$ cat src/rtl/core/sdo_client_upload_engine_defines.svh
// Assertion macros used by the SDO upload engine RTL.
`ifndef SDO_CLIENT_UPLOAD_ENGINE_DEFINES_SVH
`define SDO_CLIENT_UPLOAD_ENGINE_DEFINES_SVH

// Same-cycle implication, disabled while reset is asserted.
`define SDOUP_ASSERT_IMP(label, clk, rst_n, ante, cons, msg) \
	label: assert property (@(posedge clk) disable iff (!(rst_n)) (ante) |-> (cons)) \
		else $error(msg);

// Next-cycle implication, disabled while reset is asserted.
`define SDOUP_ASSERT_NXT(label, clk, rst_n, ante, cons, msg) \
	label: assert property (@(posedge clk) disable iff (!(rst_n)) (ante) |=> (cons)) \
		else $error(msg);

`endif

$ cat src/rtl/core/sdoup_pkg.sv
// Types, constants and codes for the SDO upload engine.
package sdoup_pkg;

	// CAN identifiers and SDO command bytes
	localparam logic [10:0] TX_BASE      = 11'h600;
	localparam logic [10:0] RX_BASE      = 11'h580;
	localparam logic [7:0]  CMD_UP_INIT  = 8'h40;
	localparam logic [7:0]  CMD_UP_SEG   = 8'h60;

	localparam logic [15:0] TIMEOUT_RST  = 16'd100;
	localparam int          FIFO_DEPTH   = 4;

	// input item selector
	localparam logic [1:0] FN_START = 2'd0;
	localparam logic [1:0] FN_FRAME = 2'd1;
	localparam logic [1:0] FN_TICK  = 2'd2;

	// result kinds
	localparam logic [2:0] KIND_TX    = 3'd0;
	localparam logic [2:0] KIND_VALUE = 3'd1;
	localparam logic [2:0] KIND_SEG   = 3'd2;
	localparam logic [2:0] KIND_DONE  = 3'd3;
	localparam logic [2:0] KIND_ERR   = 3'd4;

	// error codes
	localparam logic [1:0] ERR_TIMEOUT = 2'd0;
	localparam logic [1:0] ERR_LENGTH  = 2'd1;
	localparam logic [1:0] ERR_SIZE    = 2'd2;

	typedef enum logic [1:0] {
		PH_IDLE = 2'd0,
		PH_INIT = 2'd1,
		PH_SEG  = 2'd2
	} phase_t;

	typedef struct packed {
		logic [1:0]  func;
		logic [6:0]  node_id;
		logic [15:0] object_index;
		logic [7:0]  object_subindex;
		logic [2:0]  value_size;
		logic        signed_value;
		logic        segmented;
		logic [10:0] frame_id;
		logic [63:0] frame_data;
	} item_t;

	typedef struct packed {
		phase_t      phase;
		logic [6:0]  node;
		logic [15:0] index;
		logic [7:0]  subindex;
		logic [3:0]  size_sign;
		logic        seg_mode;
		logic        toggle;
		logic [31:0] exp_len;
		logic [31:0] rcv_len;
		logic [15:0] wait_cnt;
	} state_t;

	typedef struct packed {
		logic [2:0]         kind;
		logic [10:0]        tx_id;
		logic [63:0]        tx_data;
		logic signed [32:0] number_value;
		logic [55:0]        segment_bytes;
		logic [2:0]         segment_count;
		logic [1:0]         error_code;
		logic               last;
	} result_t;

endpackage

$ cat src/rtl/core/sdoup_step.sv
// Protocol step: decodes one item against the transfer state, gives next state and results.
module sdoup_step import sdoup_pkg::*; (
	input  logic [15:0] timeout_ticks,
	input  state_t      cur,
	input  item_t       item,
	output state_t      nxt,
	output result_t     res0,
	output result_t     res1,
	output logic [1:0]  nres
);

	logic [63:0] d;
	logic [6:0]  node_sel;
	logic [10:0] tx_id;
	logic        rx_match;
	logic        init_match;
	logic        seg_match;
	logic [2:0]  seg_cnt;
	logic [55:0] seg_bytes;
	logic [32:0] len_sum;
	logic [31:0] len_sat;
	logic [15:0] wait_inc;
	logic        sg;

	assign d          = item.frame_data;
	assign node_sel   = (item.func == FN_START) ? item.node_id : cur.node;
	assign tx_id      = TX_BASE + {4'b0, node_sel};
	assign rx_match   = (item.frame_id == (RX_BASE + {4'b0, cur.node}));
	assign init_match = (cur.phase == PH_INIT) && rx_match &&
		(d[23:8] == cur.index) && (d[31:24] == cur.subindex);
	assign seg_match  = (cur.phase == PH_SEG) && rx_match && (d[4] == cur.toggle);
	assign sg         = cur.size_sign[3];

	// segment payload: 7 - n bytes valid
	assign seg_cnt = 3'd7 - d[3:1];
	always_comb begin
		for (int i = 0; i < 7; i++) begin
			seg_bytes[8*i +: 8] = (3'(i) < seg_cnt) ? d[8*i+8 +: 8] : 8'h00;
		end
	end

	// saturating running length
	assign len_sum  = {1'b0, cur.rcv_len} + {30'b0, seg_cnt};
	assign len_sat  = len_sum[32] ? 32'hFFFF_FFFF : len_sum[31:0];
	assign wait_inc = (cur.wait_cnt != 16'hFFFF) ? cur.wait_cnt + 16'd1 : cur.wait_cnt;

	// next state and results
	always_comb begin
		nxt  = cur;
		res0 = '0;
		res1 = '0;
		nres = 2'd0;
		case (item.func)
			FN_START: begin
				nxt.node      = item.node_id;
				nxt.index     = item.object_index;
				nxt.subindex  = item.object_subindex;
				nxt.size_sign = {item.signed_value, item.value_size};
				nxt.seg_mode  = item.segmented;
				nxt.toggle    = 1'b0;
				nxt.exp_len   = '0;
				nxt.rcv_len   = '0;
				nxt.wait_cnt  = '0;
				nxt.phase     = PH_INIT;
				res0.kind     = KIND_TX;
				res0.tx_id    = tx_id;
				res0.tx_data  = {32'b0, item.object_subindex, item.object_index, CMD_UP_INIT};
				nres          = 2'd1;
			end
			FN_FRAME: begin
				if (init_match) begin
					nxt.wait_cnt = '0;
					nres         = 2'd1;
					if (cur.seg_mode) begin
						nxt.exp_len  = d[63:32];
						nxt.rcv_len  = '0;
						nxt.toggle   = 1'b0;
						nxt.phase    = PH_SEG;
						res0.kind    = KIND_TX;
						res0.tx_id   = tx_id;
						res0.tx_data = {56'b0, CMD_UP_SEG};
					end else begin
						nxt.phase = PH_IDLE;
						res0.kind = KIND_VALUE;
						case (cur.size_sign[2:0])
							3'd1: res0.number_value = {{25{sg & d[39]}}, d[39:32]};
							3'd2: res0.number_value = {{17{sg & d[47]}}, d[47:32]};
							3'd4: res0.number_value = {sg & d[63], d[63:32]};
							default: begin
								res0.kind       = KIND_ERR;
								res0.error_code = ERR_SIZE;
							end
						endcase
					end
				end else if (seg_match) begin
					nxt.wait_cnt       = '0;
					nxt.rcv_len        = len_sat;
					res0.kind          = KIND_SEG;
					res0.segment_bytes = seg_bytes;
					res0.segment_count = seg_cnt;
					nres               = 2'd2;
					if (d[0]) begin
						nxt.phase = PH_IDLE;
						if (len_sat == cur.exp_len) begin
							res1.kind = KIND_DONE;
						end else begin
							res1.kind       = KIND_ERR;
							res1.error_code = ERR_LENGTH;
						end
					end else begin
						nxt.toggle   = ~cur.toggle;
						res1.kind    = KIND_TX;
						res1.tx_id   = tx_id;
						res1.tx_data = {56'b0, CMD_UP_SEG | {3'b0, ~cur.toggle, 4'b0}};
					end
				end
			end
			FN_TICK: begin
				if (cur.phase != PH_IDLE) begin
					if (wait_inc >= timeout_ticks) begin
						nxt.phase       = PH_IDLE;
						nxt.wait_cnt    = '0;
						res0.kind       = KIND_ERR;
						res0.error_code = ERR_TIMEOUT;
						nres            = 2'd1;
					end else begin
						nxt.wait_cnt = wait_inc;
					end
				end
			end
			default: begin
			end
		endcase
		// mark the final result of this item
		if (nres == 2'd1) res0.last = 1'b1;
		if (nres == 2'd2) res1.last = 1'b1;
	end

endmodule

$ cat src/rtl/core/sdoup_fifo.sv
// Result queue: takes up to two results per cycle, hands out one.
module sdoup_fifo import sdoup_pkg::*; #(
	parameter int DEPTH = FIFO_DEPTH
) (
	input  logic                       clk,
	input  logic                       arst_n,
	input  logic [1:0]                 push_n,
	input  result_t                    din0,
	input  result_t                    din1,
	input  logic                       pop,
	output result_t                    dout,
	output logic [$clog2(DEPTH+1)-1:0] count
);

	localparam int PW = (DEPTH > 1) ? $clog2(DEPTH) : 1;
	localparam int CW = $clog2(DEPTH+1);

	result_t         mem_q [DEPTH];
	logic [PW-1:0]   wp_q;
	logic [PW-1:0]   rp_q;
	logic [CW-1:0]   cnt_q;
	logic [PW-1:0]   wp1;
	logic [PW-1:0]   wp2;
	logic [PW-1:0]   rp1;
	logic            do_pop;

	function automatic logic [PW-1:0] ptr_inc(input logic [PW-1:0] p);
		ptr_inc = (p == PW'(DEPTH-1)) ? '0 : p + PW'(1);
	endfunction

	assign wp1    = ptr_inc(wp_q);
	assign wp2    = ptr_inc(wp1);
	assign rp1    = ptr_inc(rp_q);
	assign do_pop = pop && (cnt_q != '0);
	assign dout   = mem_q[rp_q];
	assign count  = cnt_q;

	// storage
	always_ff @(posedge clk) begin
		if (push_n != 2'd0) mem_q[wp_q] <= din0;
		if (push_n == 2'd2) mem_q[wp1]  <= din1;
	end

	// pointers and fill level
	always_ff @(posedge clk or negedge arst_n) begin
		if (!arst_n) begin
			wp_q  <= '0;
			rp_q  <= '0;
			cnt_q <= '0;
		end else begin
			if (push_n == 2'd1) wp_q <= wp1;
			else if (push_n == 2'd2) wp_q <= wp2;
			if (do_pop) rp_q <= rp1;
			cnt_q <= cnt_q + CW'(push_n) - CW'(do_pop);
		end
	end

endmodule

$ cat src/rtl/core/sdo_client_upload_engine.sv
// SDO client upload engine: one input register, one step of decode, a small result queue.
// Flow: an accepted item is registered in stage 1 and decoded in the next cycle; its results
// are written into the queue when stage 1 moves on and are offered on the master side in order.
// Throughput: one item per cycle while results drain as fast; the queue (DEPTH entries)
// stalls input when fewer than two free entries remain. Items with two results take two entries.
// Reset: arst_n clears the transfer state to idle, empties the queue, timeout to 100.
`include "sdo_client_upload_engine_defines.svh"

module sdo_client_upload_engine import sdoup_pkg::*; #(
	parameter int DEPTH = FIFO_DEPTH
) (
	input  logic         clk,
	input  logic         arst_n,
	// APB configuration port
	input  logic         psel,
	input  logic         penable,
	input  logic         pwrite,
	input  logic [1:0]   paddr,
	input  logic [31:0]  pwdata,
	output logic [31:0]  prdata,
	output logic         pready,
	// item input
	input  logic         s_axis_tvalid,
	output logic         s_axis_tready,
	// node_id[6:0], object_index[22:7], object_subindex[30:23], value_size[33:31],
	// signed_value[34], segmented[35], frame_id[46:36], frame_data[110:47], zero[111]
	input  logic [111:0] s_axis_tdata,
	// func[1:0]
	input  logic [1:0]   s_axis_tuser,
	// result output
	output logic         m_axis_tvalid,
	input  logic         m_axis_tready,
	// tx_id[10:0], tx_data[74:11], number_value[107:75], segment_bytes[163:108],
	// segment_count[166:164], error_code[168:167], zero[175:169]
	output logic [175:0] m_axis_tdata,
	// result_kind[2:0]
	output logic [2:0]   m_axis_tuser,
	output logic         m_axis_tlast
);

	localparam int CW = $clog2(DEPTH+1);

	logic [15:0]   timeout_q;
	item_t         item_in;
	item_t         item_s1;
	logic          vld_s1;
	logic          adv;
	state_t        st_q;
	state_t        st_nxt;
	result_t       res0;
	result_t       res1;
	logic [1:0]    nres;
	result_t       head;
	logic [CW-1:0] fifo_cnt;

	// configuration register
	assign pready = 1'b1;
	assign prdata = (paddr == 2'd0) ? {16'b0, timeout_q} : 32'b0;

	always_ff @(posedge clk or negedge arst_n) begin
		if (!arst_n) begin
			timeout_q <= TIMEOUT_RST;
		end else if (psel && penable && pwrite && pready && (paddr == 2'd0)) begin
			timeout_q <= pwdata[15:0];
		end
	end

	// unpack the input transaction
	assign item_in = '{
		func:            s_axis_tuser,
		node_id:         s_axis_tdata[6:0],
		object_index:    s_axis_tdata[22:7],
		object_subindex: s_axis_tdata[30:23],
		value_size:      s_axis_tdata[33:31],
		signed_value:    s_axis_tdata[34],
		segmented:       s_axis_tdata[35],
		frame_id:        s_axis_tdata[46:36],
		frame_data:      s_axis_tdata[110:47]
	};

	// stage 1 moves on when the queue has room for two results
	assign adv           = vld_s1 && (fifo_cnt <= CW'(DEPTH-2));
	assign s_axis_tready = !vld_s1 || adv;

	always_ff @(posedge clk or negedge arst_n) begin
		if (!arst_n) begin
			vld_s1 <= 1'b0;
		end else if (s_axis_tready) begin
			vld_s1 <= s_axis_tvalid;
		end
	end

	always_ff @(posedge clk) begin
		if (s_axis_tvalid && s_axis_tready) item_s1 <= item_in;
	end

	// transfer state
	sdoup_step u_step (
		.timeout_ticks (timeout_q),
		.cur           (st_q),
		.item          (item_s1),
		.nxt           (st_nxt),
		.res0          (res0),
		.res1          (res1),
		.nres          (nres)
	);

	always_ff @(posedge clk or negedge arst_n) begin
		if (!arst_n) begin
			st_q <= '0;
		end else if (adv) begin
			st_q <= st_nxt;
		end
	end

	// result queue
	sdoup_fifo #(.DEPTH(DEPTH)) u_fifo (
		.clk    (clk),
		.arst_n (arst_n),
		.push_n (adv ? nres : 2'd0),
		.din0   (res0),
		.din1   (res1),
		.pop    (m_axis_tready),
		.dout   (head),
		.count  (fifo_cnt)
	);

	// pack the output transaction
	assign m_axis_tvalid = (fifo_cnt != '0);
	assign m_axis_tuser  = head.kind;
	assign m_axis_tlast  = head.last;
	assign m_axis_tdata  = {7'b0, head.error_code, head.segment_count, head.segment_bytes,
		head.number_value, head.tx_data, head.tx_id};

	// checks
	`SDOUP_ASSERT_IMP(a_fifo_bound, clk, arst_n, 1'b1, fifo_cnt <= CW'(DEPTH),
		"result queue over its depth")
	`SDOUP_ASSERT_IMP(a_pair_held, clk, arst_n, m_axis_tvalid && !m_axis_tlast,
		fifo_cnt >= CW'(2), "first of a result pair without its partner queued")
	`SDOUP_ASSERT_IMP(a_no_stall, clk, arst_n, fifo_cnt <= CW'(DEPTH-2), s_axis_tready,
		"input stalled with room in the result queue")
	`SDOUP_ASSERT_NXT(a_start_phase, clk, arst_n, adv && (item_s1.func == FN_START),
		st_q.phase == PH_INIT, "start did not enter the initiate phase")

endmodule
$ cat config.mk
export PLATFORM = sky130hd
export DESIGN_NAME = sdo_client_upload_engine
export DESIGN_NICKNAME = d
export VERILOG_FILES = /design/src/rtl/core/sdoup_pkg.sv /design/src/rtl/core/sdoup_step.sv /design/src/rtl/core/sdoup_fifo.sv /design/src/rtl/core/sdo_client_upload_engine.sv
export VERILOG_INCLUDE_DIRS = /design/src /design/src/rtl/core
export SDC_FILE = /design/constraint.sdc
export NUM_CORES = 1
export LEC_CHECK = 0
export BUFFER_PORTS_ARGS = -buffer_cell sky130_fd_sc_hd__buf_2
export CELL_PAD_IN_SITES_DETAIL_PLACEMENT = 0
export CELL_PAD_IN_SITES_GLOBAL_PLACEMENT = 1
export CORE_ASPECT_RATIO = 1.75
export CORE_MARGIN = 5
export CORE_UTILIZATION = 50
export DETAILED_ROUTE_END_ITERATION = 7
export PLACE_DENSITY_LB_ADDON = 0.08
export SYNTH_ARGS = -nofsm -noshare
export SYNTH_HDL_FRONTEND = slang
export SYNTH_SLANG_ARGS = --single-unit
$ cat constraint.sdc
create_clock -name clk -period 8.4 [get_ports clk]
set_input_delay 2.1 -clock clk [delete_from_list [all_inputs] [get_ports clk]]
set_output_delay 2.1 -clock clk [all_outputs]
set_load 0.1 [all_outputs]
==> metrics.txt <==
status complete, no violations; Final Total Pwr 0.0114 W; Avg WL per Cell 26.2 um; Die Wd 210 um; DP Area 36600 sq um; setup bufs post-CTS 0; crit path launch type register; Final ANT Viol Nets 0; Hold Crit Depth 2; power per standard cell area around 290 nW/um^2; Leak 15.0 nW; Routability Congestion 0.930; fin crit share 0.803; Worst EP required a little under 9 ns; Die H 359 um; final setup TNS 0 ns; Synth top area share 0.269; Initial Utilization 0.502; post-synthesis register bit count 781; global route total overflow 0; fin. max-slew vios 0; Flop pwr share 0.424; largest net degree at the start of global routing 239; r2r worst-path depth 20; count leader, synth nand3_1; EDFF count, synth 170; register area share after synthesis 0.518; Net Sw Frac 0.374; synth unique cells 79; Final Setup Violations 0; slew margin rel. 0.162; Total Routed Length ~120000 um; FF-to-FF setup slack 1.66 ns; WHS Endpoint u_fifo.mem_q[3][31]; DR pass1 iterations 6; Clock Latency Late Sink 0.65 ns; first-pass GRT wire length 176000 um; first-iteration detailed-routing DRC count 2729; top cells by count, synth nand3_1 (481), dfxtp_1 (468), nand2_1 (322), o21ai_0 (291), clkbuf_1 (229); # IOs 370; initial antenna violation count 3; peak supply drop roughly 0.44 mV; fillcell total 6110; H-tree Lvls 3; CTS root buffer clkbuf_16; clk sink count 781; num rows 128; RSZ-0062 raised after global routing false; Clock Path Buffers 3; Hold WC Path Type register to register; Comb power frac 0.280; Slew @ Worst Pin roughly 1.3 ns; clock group share of total power 0.296; dpl cells 4346; final instance area approximately 40000 sq um; CTS tree done; clock buffer count from CTS 74; leading area contributor after synthesis dfxtp_1; Die Area 75300 sq um; WP data arrival around 7.2 ns; Worst setup EP type register; via count between 20000 and 30000; Fin. Hold Viols 0; critical path fanouts, max 100; P_sw 0.00428 W; hold_sp u_fifo.mem_q[3][31]; CTS hold repair buffers 0; layout cell share with drive strength beyond 1 0.186; Layout area overhead 12.0%; synth top area cells dfxtp_1 (27%), edfxtp_1 (15%), dfrtp_1 (10%); Final Skew 0.0222 ns; post-detail-place hpwl 75000 um; Core ar. 69300 sq um; fmax 148 MHz; number of I/O port buffers 286; Internal 0.00717 W; clock-pin slew on the worst setup and hold paths 0.06 ns; critical path class register to register; Remaining DRCs 0; Mapped Cells 3396; area of the mapped netlist 34800 sq um; Avg Inst Size Synth 10.3 sq um; FF-to-FF Start st_q[0]; vias in the first global route 28200; asr flop ratio synth 0.183; post-CTS sizing 0; synth warn 0; fin cells between 4000 and 5000; nets@finish 3702; fin crit period 6.74 ns; top_reg_cell synth dfxtp_1; reg2reg end u_fifo.mem_q[2][76]; total of max-cap violations 0; via-per-instance ratio ~6.3; Total GRT Usage 0.302; Final Core Density 0.563
[worst max-delay path by stage]
| stage | start | to | slack (ns) | cells past startpoint |
|---|---|---|---|---|
| global placement | st_q[0] | u_fifo.mem_q[2][75] | 1.87 | 20 |
| global route | st_q[0] | u_fifo.mem_q[2][66] | 1.23 | 20 |
| detailed placement | st_q[0] | u_fifo.mem_q[2][66] | 1.79 | 20 |
| floorplan | paddr[1] | prdata[10] | 1.76 | 3 |
| finish | st_q[0] | u_fifo.mem_q[2][76] | 1.66 | 20 |
| CTS | st_q[0] | u_fifo.mem_q[2][76] | 1.78 | 20 |
[per-stage QoR]
stage                     hold slack [ns]  setup slack [ns]
final                               0.450              1.66
after global routing                0.468              1.23
after CTS                           0.452              1.78
after detailed placement            0.443              1.79
after global placement              0.435              1.87
after floorplan                     0.429              1.76
[per-layer routing]
metal  global-route usage  vias up  part of all wire
li1                     -    12600                 -
met4                0.147        0             0.053
met1                0.359    13900              0.37
met2                0.527     1374              0.51
met5                    0        -                 0
met3               0.0517      262             0.072
[state kept, by name, indices dropped and copies added, names as in the netlist]
register	flops
u_fifo.rp_q	2
vld_s1	1
timeout_q	16
u_fifo.mem_q	528
item_s1	110
st_q	119
u_fifo.count	3
u_fifo.wp_q	2
[final cells by class]
cell class | count | area [sq um] | area share
diodes | 2 | 5.00 | 0.000128
clock buffers | 105 | 2140 | 0.0549
clock inverters | 32 | 289 | 0.00741
inverters | 61 | 229 | 0.00587
multi-input cells | 2264 | 15300 | 0.393
flip-flops and latches | 781 | 18100 | 0.463
well taps | 910 | 1140 | 0.0292
repair buffers | 330 | 1820 | 0.0466
[worst max-delay path, cell delays in order, from the launching register on]
cell and delay [ns]:
dfrtp_1 0.43, ha_1 0.22, nand3_1 0.12, or4_1 0.62, nor2_1 0.34, nor2_1 0.16
and3_1 0.23, nand3_1 0.14, xnor2_1 0.09, ha_1 0.22, a211oi_1 0.16, o21ai_0 0.12
a31oi_1 0.33, o211a_1 0.28, a31oi_1 0.10, buf_4 0.20, nand2_4 0.07, buf_4 0.60
buf_4 0.78, buf_4 0.91, o21ai_0 0.25
[cells in the final DEF, fill, tap and decap left out, types with 132 or more instances in the layout]
master | Yosys | routed
nand3_1 | 481 | 480
dfxtp_1 | 468 | 468
nand2_1 | 322 | 315
o21ai_0 | 291 | 291
buf_2 | 11 | 285
o31ai_1 | 189 | 189
edfxtp_1 | 170 | 170
dfrtp_1 | 140 | 138
a21oi_1 | 137 | 135
mux4_2 | 132 | 132
[kinds of logic (layout without fill, tap and decap cells)]
group | count (synthesis) | in the layout | synth area share
buffers and inverters | 412 | 528 | 0.0520
DFF | 781 | 781 | 0.518
adders and majority gates | 35 | 35 | 0.0130
AOI/OAI and AO/OA | 785 | 785 | 0.140
xor gates and xnor gates | 71 | 71 | 0.0187
muxes | 186 | 186 | 0.102
other | 2 | 65 | 0.000216
and+or+nand+nor | 1124 | 1124 | 0.155
[power groups by stage]
stage / Sequential, W / Clock [W] / Combinational [W]
CTS: 0.00485 / 0.00345 / 0.00324
floorplan: 0.00465 / 0 / 0.00258
global route: 0.00489 / 0.00361 / 0.00340
detailed placement: 0.00492 / 0 / 0.00323
finish: 0.00485 / 0.00339 / 0.00321
global placement: 0.00490 / 0 / 0.00319
Power figures use the tool's default switching activity.
